==> src/rtl/bzm_pkg.sv <==
`default_nettype none

package bzm_pkg;

   // Block geometry
   localparam int MAX_SIDE    = 64;
   localparam int SIDE_W      = 7;
   localparam int N_W         = $clog2(MAX_SIDE * MAX_SIDE + 1);
   localparam int COUNT_W     = $clog2(MAX_SIDE * MAX_SIDE);

   // Pixel and accumulator widths
   localparam int GRAY_W      = 8;
   localparam int DIFF_W      = GRAY_W + 1;
   localparam int DIFF_SQ_W   = 2 * GRAY_W;
   localparam int DSUM_W      = 21;
   localparam int MAG_W       = DSUM_W - 1;
   localparam int SQ_W        = 28;

   // Distance arithmetic
   localparam int FRAC_BITS   = 8;
   localparam int PROD_W      = N_W + SQ_W;
   localparam int MAG_SQ_W    = 2 * MAG_W;
   localparam int NSQ_W       = 2 * N_W;
   localparam int DVD_W       = PROD_W + FRAC_BITS;
   localparam int DIV_CNT_W   = $clog2(DVD_W);
   localparam int OUT_W       = 24;

   // Queue between front and back
   localparam int QUEUE_DEPTH = 2;
   localparam int QPTR_W      = $clog2(QUEUE_DEPTH);
   localparam int QCNT_W      = $clog2(QUEUE_DEPTH + 1);

   // Configuration register indexes
   localparam int CSR_INDEX_W = 1;
   typedef enum logic [CSR_INDEX_W-1:0] {
      CSR_BLOCK_HEIGHT = 1'b0,
      CSR_BLOCK_WIDTH  = 1'b1
   } csr_index_type;

   // Totals of one finished block, handed from front to back
   typedef struct packed {
      logic [N_W-1:0]           pair_total;
      logic signed [DSUM_W-1:0] diff_sum;
      logic [SQ_W-1:0]          diff_square_sum;
   } block_sums_type;

   typedef struct packed {
      logic           valid;
      block_sums_type sums;
   } sums_beat_type;

   function automatic logic [SIDE_W-1:0] clamp_side(input logic [SIDE_W-1:0] side);
      logic [SIDE_W-1:0] result;
      if (side == '0) begin
         result = SIDE_W'(1);
      end else if (32'(side) > MAX_SIDE) begin
         result = SIDE_W'(MAX_SIDE);
      end else begin
         result = side;
      end
      return result;
   endfunction

endpackage

`default_nettype wire

==> src/rtl/block_zero_mean_ssd_unit.sv <==
`default_nettype none

// Zero-mean sum of squared differences between two equal-size gray blocks.
//
// Feed co-located pixel pairs in raster order on the req_ channel, one beat
// per pair. After block_height*block_width pairs (each side clamped to
// 1..64) one beat leaves on the rsp_ channel: the mean-removed squared
// distance per pair in unsigned Q16.8, truncated, saturating at 0xFFFFFF.
// Program the sides on the csr_ port (index 0 height, 1 width) between
// blocks or mid-block while nothing is in flight; a shrink mid-block closes
// the block on the next pair.
//
// The front takes one pair per cycle while the queue has room. Finished
// block totals go through a two-entry queue to the back, which does three
// multiplies, a subtract and a 49-step shift-subtract division (states
// MUL, SUB, DIV, OUT) before it registers the result beat. The back pops
// the next block only once it is idle again, so short blocks queue up.
// A stalled rsp_ beat holds in the output register while the back finishes
// the next block behind it; req_ready drops only when the queue is full.
// Reset (synchronous) clears the accumulators, empties the queue, drops
// rsp_valid and sets both sides to 8.

module block_zero_mean_ssd_unit (
   input  wire                                clock,
   input  wire                                reset,
   input  wire                                csr_write_enable,
   input  wire [bzm_pkg::CSR_INDEX_W-1:0]     csr_index,
   input  wire [bzm_pkg::SIDE_W-1:0]          csr_write_data,
   input  wire                                req_valid,
   output logic                               req_ready,
   input  wire [bzm_pkg::GRAY_W-1:0]          req_first_gray,
   input  wire [bzm_pkg::GRAY_W-1:0]          req_second_gray,
   output logic                               rsp_valid,
   input  wire                                rsp_ready,
   output logic [bzm_pkg::OUT_W-1:0]          rsp_distance_q8
);

   // Block totals from front into the queue, and the queue head to the back
   bzm_pkg::sums_beat_type push;
   bzm_pkg::sums_beat_type head;
   logic                   queue_full;
   logic                   pop;

   // Accumulate pairs; hold off the source when the queue has no room
   bzm_front u_front (
      .clock            (clock),
      .reset            (reset),
      .csr_write_enable (csr_write_enable),
      .csr_index        (csr_index),
      .csr_write_data   (csr_write_data),
      .req_valid        (req_valid),
      .req_ready        (req_ready),
      .req_first_gray   (req_first_gray),
      .req_second_gray  (req_second_gray),
      .queue_full       (queue_full),
      .push             (push)
   );

   // Decouple the pixel stream from the per-block division
   bzm_queue u_queue (
      .clock (clock),
      .reset (reset),
      .push  (push),
      .full  (queue_full),
      .head  (head),
      .pop   (pop)
   );

   // Form N*S2 - D^2, divide by N^2, register the result beat
   bzm_back u_back (
      .clock           (clock),
      .reset           (reset),
      .head            (head),
      .pop             (pop),
      .rsp_valid       (rsp_valid),
      .rsp_ready       (rsp_ready),
      .rsp_distance_q8 (rsp_distance_q8)
   );

endmodule

`default_nettype wire

==> src/rtl/bzm_front.sv <==
`default_nettype none

module bzm_front (
   input  wire                                  clock,
   input  wire                                  reset,
   input  wire                                  csr_write_enable,
   input  wire [bzm_pkg::CSR_INDEX_W-1:0]       csr_index,
   input  wire [bzm_pkg::SIDE_W-1:0]            csr_write_data,
   input  wire                                  req_valid,
   output logic                                 req_ready,
   input  wire [bzm_pkg::GRAY_W-1:0]            req_first_gray,
   input  wire [bzm_pkg::GRAY_W-1:0]            req_second_gray,
   input  wire                                  queue_full,
   output bzm_pkg::sums_beat_type               push
);

   logic [bzm_pkg::SIDE_W-1:0]          height_ff, height_in;
   logic [bzm_pkg::SIDE_W-1:0]          width_ff, width_in;
   logic [bzm_pkg::COUNT_W-1:0]         count_ff, count_in;
   logic signed [bzm_pkg::DSUM_W-1:0]   dsum_ff, dsum_in;
   logic [bzm_pkg::SQ_W-1:0]            sq_ff, sq_in;

   logic [bzm_pkg::N_W-1:0]             pair_total;
   logic [bzm_pkg::N_W-1:0]             count_next;
   logic signed [bzm_pkg::DIFF_W-1:0]   diff;
   logic signed [2*bzm_pkg::DIFF_W-1:0] diff_prod;
   logic [bzm_pkg::DIFF_SQ_W-1:0]       diff_sq;
   logic signed [bzm_pkg::DSUM_W-1:0]   dsum_next;
   logic [bzm_pkg::SQ_W-1:0]            sq_next;
   logic                                accept;
   logic                                block_done;

   assign req_ready = !queue_full;
   assign accept    = req_valid && req_ready;

   always_comb begin
      pair_total = bzm_pkg::N_W'(bzm_pkg::clamp_side(height_ff))
                 * bzm_pkg::N_W'(bzm_pkg::clamp_side(width_ff));
      diff       = $signed({1'b0, req_first_gray}) - $signed({1'b0, req_second_gray});
      diff_prod  = diff * diff;
      diff_sq    = diff_prod[bzm_pkg::DIFF_SQ_W-1:0];
      count_next = bzm_pkg::N_W'(count_ff) + bzm_pkg::N_W'(1);
      dsum_next  = dsum_ff + bzm_pkg::DSUM_W'(diff);
      sq_next    = sq_ff + bzm_pkg::SQ_W'(diff_sq);
      block_done = count_next >= pair_total;

      push.valid                = accept && block_done;
      push.sums.pair_total      = pair_total;
      push.sums.diff_sum        = dsum_next;
      push.sums.diff_square_sum = sq_next;

      height_in = height_ff;
      width_in  = width_ff;
      if (csr_write_enable) begin
         case (bzm_pkg::csr_index_type'(csr_index))
            bzm_pkg::CSR_BLOCK_HEIGHT: height_in = csr_write_data;
            bzm_pkg::CSR_BLOCK_WIDTH:  width_in  = csr_write_data;
            default: ;
         endcase
      end

      count_in = count_ff;
      dsum_in  = dsum_ff;
      sq_in    = sq_ff;
      if (accept) begin
         if (block_done) begin
            count_in = '0;
            dsum_in  = '0;
            sq_in    = '0;
         end else begin
            count_in = count_next[bzm_pkg::COUNT_W-1:0];
            dsum_in  = dsum_next;
            sq_in    = sq_next;
         end
      end
   end

   always_ff @(posedge clock) begin
      if (reset) begin
         height_ff <= bzm_pkg::SIDE_W'(8);
         width_ff  <= bzm_pkg::SIDE_W'(8);
         count_ff  <= '0;
         dsum_ff   <= '0;
         sq_ff     <= '0;
      end else begin
         height_ff <= height_in;
         width_ff  <= width_in;
         count_ff  <= count_in;
         dsum_ff   <= dsum_in;
         sq_ff     <= sq_in;
      end
   end

   // A block never runs past its pair total
   assert property (@(posedge clock) disable iff (reset)
      (bzm_pkg::N_W'(count_ff) < pair_total) || !accept || block_done)
      else $error("front: pair count ran past block size");

endmodule

`default_nettype wire

==> src/rtl/bzm_queue.sv <==
`default_nettype none

module bzm_queue (
   input  wire                            clock,
   input  wire                            reset,
   input  bzm_pkg::sums_beat_type         push,
   output logic                           full,
   output bzm_pkg::sums_beat_type         head,
   input  wire                            pop
);

   bzm_pkg::block_sums_type             slot_ff [bzm_pkg::QUEUE_DEPTH];
   logic [bzm_pkg::QPTR_W-1:0]          wr_ptr_ff, wr_ptr_in;
   logic [bzm_pkg::QPTR_W-1:0]          rd_ptr_ff, rd_ptr_in;
   logic [bzm_pkg::QCNT_W-1:0]          count_ff, count_in;
   logic                                do_push;
   logic                                do_pop;

   assign full       = count_ff == bzm_pkg::QCNT_W'(bzm_pkg::QUEUE_DEPTH);
   assign head.valid = count_ff != '0;
   assign head.sums  = slot_ff[rd_ptr_ff];
   assign do_push    = push.valid && !full;
   assign do_pop     = pop && head.valid;

   function automatic logic [bzm_pkg::QPTR_W-1:0] next_ptr(
      input logic [bzm_pkg::QPTR_W-1:0] ptr);
      logic [bzm_pkg::QPTR_W-1:0] result;
      if (32'(ptr) == bzm_pkg::QUEUE_DEPTH - 1) begin
         result = '0;
      end else begin
         result = ptr + bzm_pkg::QPTR_W'(1);
      end
      return result;
   endfunction

   always_comb begin
      wr_ptr_in = do_push ? next_ptr(wr_ptr_ff) : wr_ptr_ff;
      rd_ptr_in = do_pop ? next_ptr(rd_ptr_ff) : rd_ptr_ff;
      count_in  = count_ff;
      if (do_push && !do_pop) begin
         count_in = count_ff + bzm_pkg::QCNT_W'(1);
      end else if (do_pop && !do_push) begin
         count_in = count_ff - bzm_pkg::QCNT_W'(1);
      end
   end

   always_ff @(posedge clock) begin
      if (reset) begin
         wr_ptr_ff <= '0;
         rd_ptr_ff <= '0;
         count_ff  <= '0;
      end else begin
         wr_ptr_ff <= wr_ptr_in;
         rd_ptr_ff <= rd_ptr_in;
         count_ff  <= count_in;
      end
   end

   always_ff @(posedge clock) begin
      if (do_push) begin
         slot_ff[wr_ptr_ff] <= push.sums;
      end
   end

   // The front holds off when full, so no block total is ever dropped
   assert property (@(posedge clock) disable iff (reset)
      push.valid |-> !full)
      else $error("queue: push while full");

   assert property (@(posedge clock) disable iff (reset)
      32'(count_ff) <= bzm_pkg::QUEUE_DEPTH)
      else $error("queue: occupancy above depth");

endmodule

`default_nettype wire

==> src/rtl/bzm_back.sv <==
`default_nettype none

module bzm_back (
   input  wire                          clock,
   input  wire                          reset,
   input  bzm_pkg::sums_beat_type       head,
   output logic                         pop,
   output logic                         rsp_valid,
   input  wire                          rsp_ready,
   output logic [bzm_pkg::OUT_W-1:0]    rsp_distance_q8
);

   typedef enum logic [2:0] {
      B_IDLE,
      B_MUL,
      B_SUB,
      B_DIV,
      B_OUT
   } back_state_type;

   back_state_type                       state_ff, state_in;
   logic [bzm_pkg::N_W-1:0]              n_ff, n_in;
   logic signed [bzm_pkg::DSUM_W-1:0]    dsum_ff, dsum_in;
   logic [bzm_pkg::SQ_W-1:0]             sq_ff, sq_in;
   logic [bzm_pkg::PROD_W-1:0]           prod_a_ff, prod_a_in;
   logic [bzm_pkg::MAG_SQ_W-1:0]         prod_b_ff, prod_b_in;
   logic [bzm_pkg::NSQ_W-1:0]            nsq_ff, nsq_in;
   logic [bzm_pkg::DVD_W-1:0]            dvd_ff, dvd_in;
   logic [bzm_pkg::NSQ_W-1:0]            rem_ff, rem_in;
   logic [bzm_pkg::DIV_CNT_W-1:0]        cnt_ff, cnt_in;
   logic                                 out_valid_ff, out_valid_in;
   logic [bzm_pkg::OUT_W-1:0]            out_data_ff, out_data_in;

   logic [bzm_pkg::MAG_W-1:0]            mag;
   logic [bzm_pkg::PROD_W-1:0]           numer;
   logic [bzm_pkg::NSQ_W-1:0]            trial;
   logic                                 fits;

   assign rsp_valid       = out_valid_ff;
   assign rsp_distance_q8 = out_data_ff;

   always_comb begin
      mag   = dsum_ff[bzm_pkg::DSUM_W-1] ? bzm_pkg::MAG_W'(-dsum_ff)
                                         : bzm_pkg::MAG_W'(dsum_ff);
      numer = (prod_a_ff >= bzm_pkg::PROD_W'(prod_b_ff))
            ? prod_a_ff - bzm_pkg::PROD_W'(prod_b_ff) : '0;
      trial = {rem_ff[bzm_pkg::NSQ_W-2:0], dvd_ff[bzm_pkg::DVD_W-1]};
      fits  = trial >= nsq_ff;

      state_in     = state_ff;
      n_in         = n_ff;
      dsum_in      = dsum_ff;
      sq_in        = sq_ff;
      prod_a_in    = prod_a_ff;
      prod_b_in    = prod_b_ff;
      nsq_in       = nsq_ff;
      dvd_in       = dvd_ff;
      rem_in       = rem_ff;
      cnt_in       = cnt_ff;
      out_data_in  = out_data_ff;
      out_valid_in = out_valid_ff && !rsp_ready;
      pop          = 1'b0;

      case (state_ff)
         B_IDLE: begin
            if (head.valid) begin
               pop      = 1'b1;
               n_in     = head.sums.pair_total;
               dsum_in  = head.sums.diff_sum;
               sq_in    = head.sums.diff_square_sum;
               state_in = B_MUL;
            end
         end
         B_MUL: begin
            prod_a_in = bzm_pkg::PROD_W'(n_ff) * bzm_pkg::PROD_W'(sq_ff);
            prod_b_in = bzm_pkg::MAG_SQ_W'(mag) * bzm_pkg::MAG_SQ_W'(mag);
            nsq_in    = bzm_pkg::NSQ_W'(n_ff) * bzm_pkg::NSQ_W'(n_ff);
            state_in  = B_SUB;
         end
         B_SUB: begin
            // Scale by 2^8 for the fraction bits
            dvd_in   = {numer, bzm_pkg::FRAC_BITS'(0)};
            rem_in   = '0;
            cnt_in   = '0;
            state_in = B_DIV;
         end
         B_DIV: begin
            // One quotient bit per cycle; quotient shifts in behind the dividend
            rem_in = fits ? trial - nsq_ff : trial;
            dvd_in = {dvd_ff[bzm_pkg::DVD_W-2:0], fits};
            cnt_in = cnt_ff + bzm_pkg::DIV_CNT_W'(1);
            if (32'(cnt_ff) == bzm_pkg::DVD_W - 1) begin
               state_in = B_OUT;
            end
         end
         B_OUT: begin
            if (!out_valid_ff || rsp_ready) begin
               out_valid_in = 1'b1;
               out_data_in  = (|dvd_ff[bzm_pkg::DVD_W-1:bzm_pkg::OUT_W])
                            ? '1 : dvd_ff[bzm_pkg::OUT_W-1:0];
               state_in     = B_IDLE;
            end
         end
         default: state_in = B_IDLE;
      endcase
   end

   always_ff @(posedge clock) begin
      if (reset) begin
         state_ff     <= B_IDLE;
         out_valid_ff <= 1'b0;
      end else begin
         state_ff     <= state_in;
         out_valid_ff <= out_valid_in;
      end
      n_ff        <= n_in;
      dsum_ff     <= dsum_in;
      sq_ff       <= sq_in;
      prod_a_ff   <= prod_a_in;
      prod_b_ff   <= prod_b_in;
      nsq_ff      <= nsq_in;
      dvd_ff      <= dvd_in;
      rem_ff      <= rem_in;
      cnt_ff      <= cnt_in;
      out_data_ff <= out_data_in;
   end

   // Divisor is a square of a clamped block size, never zero
   assert property (@(posedge clock) disable iff (reset)
      (state_ff == B_DIV) |-> (nsq_ff != '0))
      else $error("back: zero divisor");

   assert property (@(posedge clock) disable iff (reset)
      (state_ff == B_DIV) |-> (32'(cnt_ff) < bzm_pkg::DVD_W))
      else $error("back: divide step count overran");

   // Remainder stays below the divisor throughout the division
   assert property (@(posedge clock) disable iff (reset)
      (state_ff == B_DIV) && (cnt_ff != '0) |-> (rem_ff < nsq_ff))
      else $error("back: remainder not reduced");

endmodule

`default_nettype wire
==> config.mk <==
export PLATFORM = sky130hd
export DESIGN_NAME = block_zero_mean_ssd_unit
export DESIGN_NICKNAME = d
export VERILOG_FILES = /design/src/rtl/bzm_pkg.sv /design/src/rtl/block_zero_mean_ssd_unit.sv /design/src/rtl/bzm_front.sv /design/src/rtl/bzm_queue.sv /design/src/rtl/bzm_back.sv
export SDC_FILE = /design/constraint.sdc
export NUM_CORES = 2
export LEC_CHECK = 0
export BUFFER_PORTS_ARGS = -buffer_cell sky130_fd_sc_hd__buf_2
export CORE_ASPECT_RATIO = 0.5
export CORE_UTILIZATION = 30
export CTS_CLUSTER_DIAMETER = 30
export DETAILED_ROUTE_END_ITERATION = 10
export PLACE_DENSITY = 0.49
export SYNTH_ARGS = -nofsm -noshare
export SYNTH_HDL_FRONTEND = slang
export SYNTH_SLANG_ARGS = --single-unit
==> constraint.sdc <==
create_clock -name clock -period 10.6 [get_ports clock]
set_clock_uncertainty 0.05 [all_clocks]
set_input_delay 3.18 -clock clock [delete_from_list [all_inputs] [get_ports clock]]
set_output_delay 3.18 -clock clock [all_outputs]
set_load 0.01 [all_outputs]
== Word level (Yosys, flattened, before mapping) ==
Memory sizes are Yosys's and may differ from the RTL's. A register that Yosys moved wholly into a read port is not among the register bits.
Cells that the tools add are included.

* Flip-flop bits (word level): 294
* RAM bits: 124
* Input bits: 29
* Output and inout port bits: 26
* Memories: 1

* Add/sub/neg operators: 12
* Multiply operators: 5
* Magnitude comparators: 5
* Eq/ne operators: 9
* Multiplexer cells: 27
* Bitwise operators: 1
* Reductions and logical operators: 25

{| class="wikitable"
|+ Memories
! name !! depth !! bits a word !! rd ports !! clocked after memory_dff !! wr ports !! line !! source
|-
| u_queue.slot_ff || 2 || 62 || 1 || 1 || 1 || bzm_queue.sv:12 || <nowiki>bzm_pkg::block_sums_type slot_ff [bzm_pkg::QUEUE_DEPTH];</nowiki>
|}

{| class="wikitable"
|+ Operators with widths
! operator !! number
|-
| 49-bit one-hot mux with 2 select lines || 1
|-
| 25-bit one-hot mux with 2 select lines || 1
|-
| 41-bit by 40-bit greater-or-equal comparator with 1-bit output || 1
|-
| 13-bit by 28-bit multiplier with 41-bit output || 1
|-
| 41-bit 2-to-1 mux || 1
|-
| 41-bit by 40-bit subtractor with 41-bit output || 1
|-
| 20-bit by 20-bit multiplier with 40-bit output || 1
|-
| 28-bit by 16-bit adder with 28-bit output || 1
|-
| 28-bit 2-to-1 mux || 1
|-
| 7-bit 2-to-1 mux || 4
|-
| 26-bit greater-or-equal comparator || 1
|-
| 13-bit by 13-bit multiplier with 26-bit output || 1
|-
| 25-bit 2-to-1 mux || 1
|-
| 25-bit OR reduction || 1
|-
| 25-bit subtractor || 1
|-
| 21-bit by 9-bit adder with 21-bit output || 1
|-
| 21-bit 2-to-1 mux || 1
|-
| 20-bit 2-to-1 mux || 1
|-
| 20-bit negator || 1
|-
| 9-bit by 9-bit multiplier with 16-bit output || 1
|-
| 3-bit one-hot mux with 5 select lines || 1
|-
| 7-bit greater-than comparator (second input constant) || 2
|-
| 7-bit zero test || 2
|-
| 12-bit by 1-bit adder with 13-bit output (second input constant) || 1
|-
| other kinds (27) || 55
|}

== Longest topological paths before layout ==
* Depth in word-level cells: 11
* Mapped depth: 38
* Gate-level depth less buffers: 38

== By module ==
Synthesis repeated with hierarchy kept, for this count alone.

* Cell total of the unflattened synthesis: 5479
* Area total of the unflattened synthesis: 54427.2 µm²

{| class="wikitable"
|+ Modules (own cells, without submodules)
! module !! instances !! cells an instance !! area each (µm²)
|-
| bzm_back || 1 || 4120 || 40328.7
|-
| bzm_front || 1 || 1141 || 9419.0
|-
| bzm_queue || 1 || 218 || 4679.5
|}

== Worst setup path before layout ==
Ideal clock, no wire load.

* Kind: input-to-reg
* From: input port req_first_gray[0] (netlist bit)
* To: memory u_queue.slot_ff[0][24] (netlist bit) (data pin)
* Setup time: 264 ps
* Data arrival time: 10773 ps
* Setup slack: -487 ps
* Cell stages on the path: 34
* Path buffers: 1
* Cell sequence: inv_1 ha_1 inv_1 fa_1 a21o_1 a21oi_1 o21bai_1 a21oi_1 o21ai_0 clkbuf_1 inv_1 nand2_1 fa_1 fa_1 inv_1 fa_1 fa_1 fa_1 ha_1 a21oi_1 o21bai_1 a21oi_1 nor2b_1 o21a_1 o21ai_0 nand2b_1 a21oi_1 xnor2_1 ha_1 and3_1 a211oi_2 nor2b_1 and3_1 xor2_1

{| class="wikitable"
|+ RTL lines
! what !! line !! source
|-
| from (decl) || block_zero_mean_ssd_unit.sv:31 || <nowiki>input wire [bzm_pkg::GRAY_W-1:0] req_first_gray,</nowiki>
|-
| to (decl) || bzm_queue.sv:12 ||
|}

==> out/metrics.csv <==
metric;value;unit
num_rows;109;
ys_ff_latch;478;
status;complete, no violations;
final_common_cell;inv_1;
timing.final.hold_violations;0;
worst_slew_pin_slew;1320;ps
max_freq;98.6;MHz
syn_to_final_growth;12.4;%
vias_per_cell;4.59;
core;0.178;mm2
clkLatencyLatePin;650;ps
avgSynthCellArea;9.86;um2
ys.flop_type;edfxtp_1;
first_iter_violations;1870;
clock_path_buffers;3;
start_util;30.4;%
synth_top_area_share;27.3;%
grt_max_degree;80;
drc;0;
rsz0062_at_grt;false;
final-setup-viol-count;0;
io_pins;55;
ys_types;83;
layout-drive-gt1-share;8.45;%
period_minus_slack;10140;ps
grt_pass1_vias;38600;
dp_hpwl;106000;um
place_congestion;0.834;
die_w;602;um
fin_crit_sh;95.7;%
die-area;0.182;mm2
end_kind;flop;
clkTransAtPathRegs;60;ps
numCtsBuffers;83;
post-cts-setup-buffer-count;0;
max_cap_violations;0;
critical_path.max_fanout;7;
critPathSlowestCell;fa_1;
final_cell_mix;990 x inv_1, 738 x fa_1, 621 x nand2_1;
chipHeight;302;um
hold_class;flop to flop;
slew_headroom;11.8;%
antenna_found_initial;9;
synth.area.top_cells;fa_1 27%, edfxtp_1 22%, ha_1 11%;
portBuffers;54;
synth.net_count;6746;
synth_warnings;0;
timing.hold.ws;402;ps
detail_route.first_pass.iterations;5;
ctsHoldBuffers;0;
cp.required;10930;ps
utilization;34.2;%
netlist_instances;5484;
routedWlPerCell;16.9;um
cts_tree;done;
grt_use_total;15.1;%
wirelength;136000;um
synth-edff-count;395;
fin_nets;6837;
clock-root-buffer;clkbuf_16;
crit_top_cell;inv_1;
clock_sinks;478;
synthArstFlopShare;0;%
antenna_left;0;
htreeDepth;3;
ctsResizeCount;0;
syn_area;0.0541;mm2
max_stage_delay;560;ps
grt_overflow;0;
grt_first_pass_wirelength;217000;um
crit_type;input pin to flop;
start_kind;input pin;
yosys.area.top_type;fa_1;
arrival;10470;ps
synth.yosys.seq_area_share;25.0;%
slew_violations;0;
num_vias;36900;
==> worst max-delay path, delay by kind of cell <==
kind / cells / cell delay (ps)
AO/OA/AOI/OAI: 12 / 1960
XOR/XNOR: 3 / 450
AND/OR/NAND/NOR: 6 / 860
buffers and inverters: 7 / 480
adder cells (fa/ha/maj): 9 / 3540
==> layout make-up <==
cell class / count / area, um2
clock buffers: 100 / 2230
clock inverters: 55 / 672
diodes: 6 / 15.0
fillers: 18300 / 117000
inverters: 996 / 3740
flip-flops and latches: 478 / 13500
repair buffers: 205 / 1410
multi-input cells: 3811 / 36200
well taps: 2386 / 2990
==> final timing paths <==
kind                        from                      to  slack, ps  depth (start not counted)
max            req_first_gray[0]  u_queue.slot_ff[1][24]        460                         37
min          u_front.width_ff[0]     u_front.width_ff[0]        400                          2
max reg2reg    u_back.dsum_ff[2]    u_back.prod_b_ff[39]       1160                         30
min reg2reg  u_front.width_ff[0]     u_front.width_ff[0]        400                          2
==> logic make-up after synthesis <==
logic type	count (synthesis)	synth area share, %
muxes	74	1.52
AOI/OAI and AO/OA	735	8.70
xor gates and xnor gates	290	4.76
buffers and inverters	1195	8.32
adders and majority gates	1235	38.8
DFF	478	25.0
and+or+nand+nor	1477	12.9
==> through the flow <==
stage	setup slack (ps)	instances	setup TNS (ps)	area, um2
after floorplan	10.3	5484	0	54100
after global placement	-428	7876	-11660	57800
after detailed placement	-456	7876	-12480	57800
after CTS	218	8031	0	60700
after global routing	15.3	8034	0	60800
final	458	8037	0	60800
==> flip-flops by register name (all words and copies together) (netlist names), 2 cells and up <==
signal,flops
u_front.sq_ff,28
u_back.n_ff,13
u_back.rsp_distance_q8,24
u_back.sq_ff,28
u_back.dsum_ff,21
u_back.cnt_ff,6
u_back.prod_b_ff,39
u_back.state_ff,3
u_back.rem_ff,25
u_front.height_ff,7
u_back.dvd_ff,49
u_front.count_ff,12
u_back.prod_a_ff,41
u_queue.slot_ff,124
u_front.width_ff,7
u_front.dsum_ff,21
u_back.nsq_ff,25
u_queue.count_ff,2
==> cell usage after synthesis (29+ instances only) <==
cell type / number
a21o_1: 116
a21oi_1: 251
and2_1: 220
and3_1: 57
clkbuf_1: 186
dfxtp_1: 83
edfxtp_1: 395
fa_1: 738
ha_1: 495
inv_1: 992
mux2_2: 65
nand2_1: 624
nand2b_1: 29
nand3_1: 91
nor2_1: 251
nor3_1: 42
o21ai_0: 107
o21bai_1: 34
o31ai_1: 41
or3_1: 45
xnor2_1: 193
xor2_1: 94
==> layer usage <==
layer / up-vias / global-route usage, % / routed length (um)
met4: 2 / 2.65 / 2140
met2: 524 / 24.4 / 60600
li1: 17900 / - / -
met1: 18300 / 21.9 / 68100
met5: - / 0 / 13
met3: 135 / 2.05 / 5050
Power is left out: the tool's default activity adds up to more than one toggle a clock period on the data nets, which glitch-free logic cannot reach.
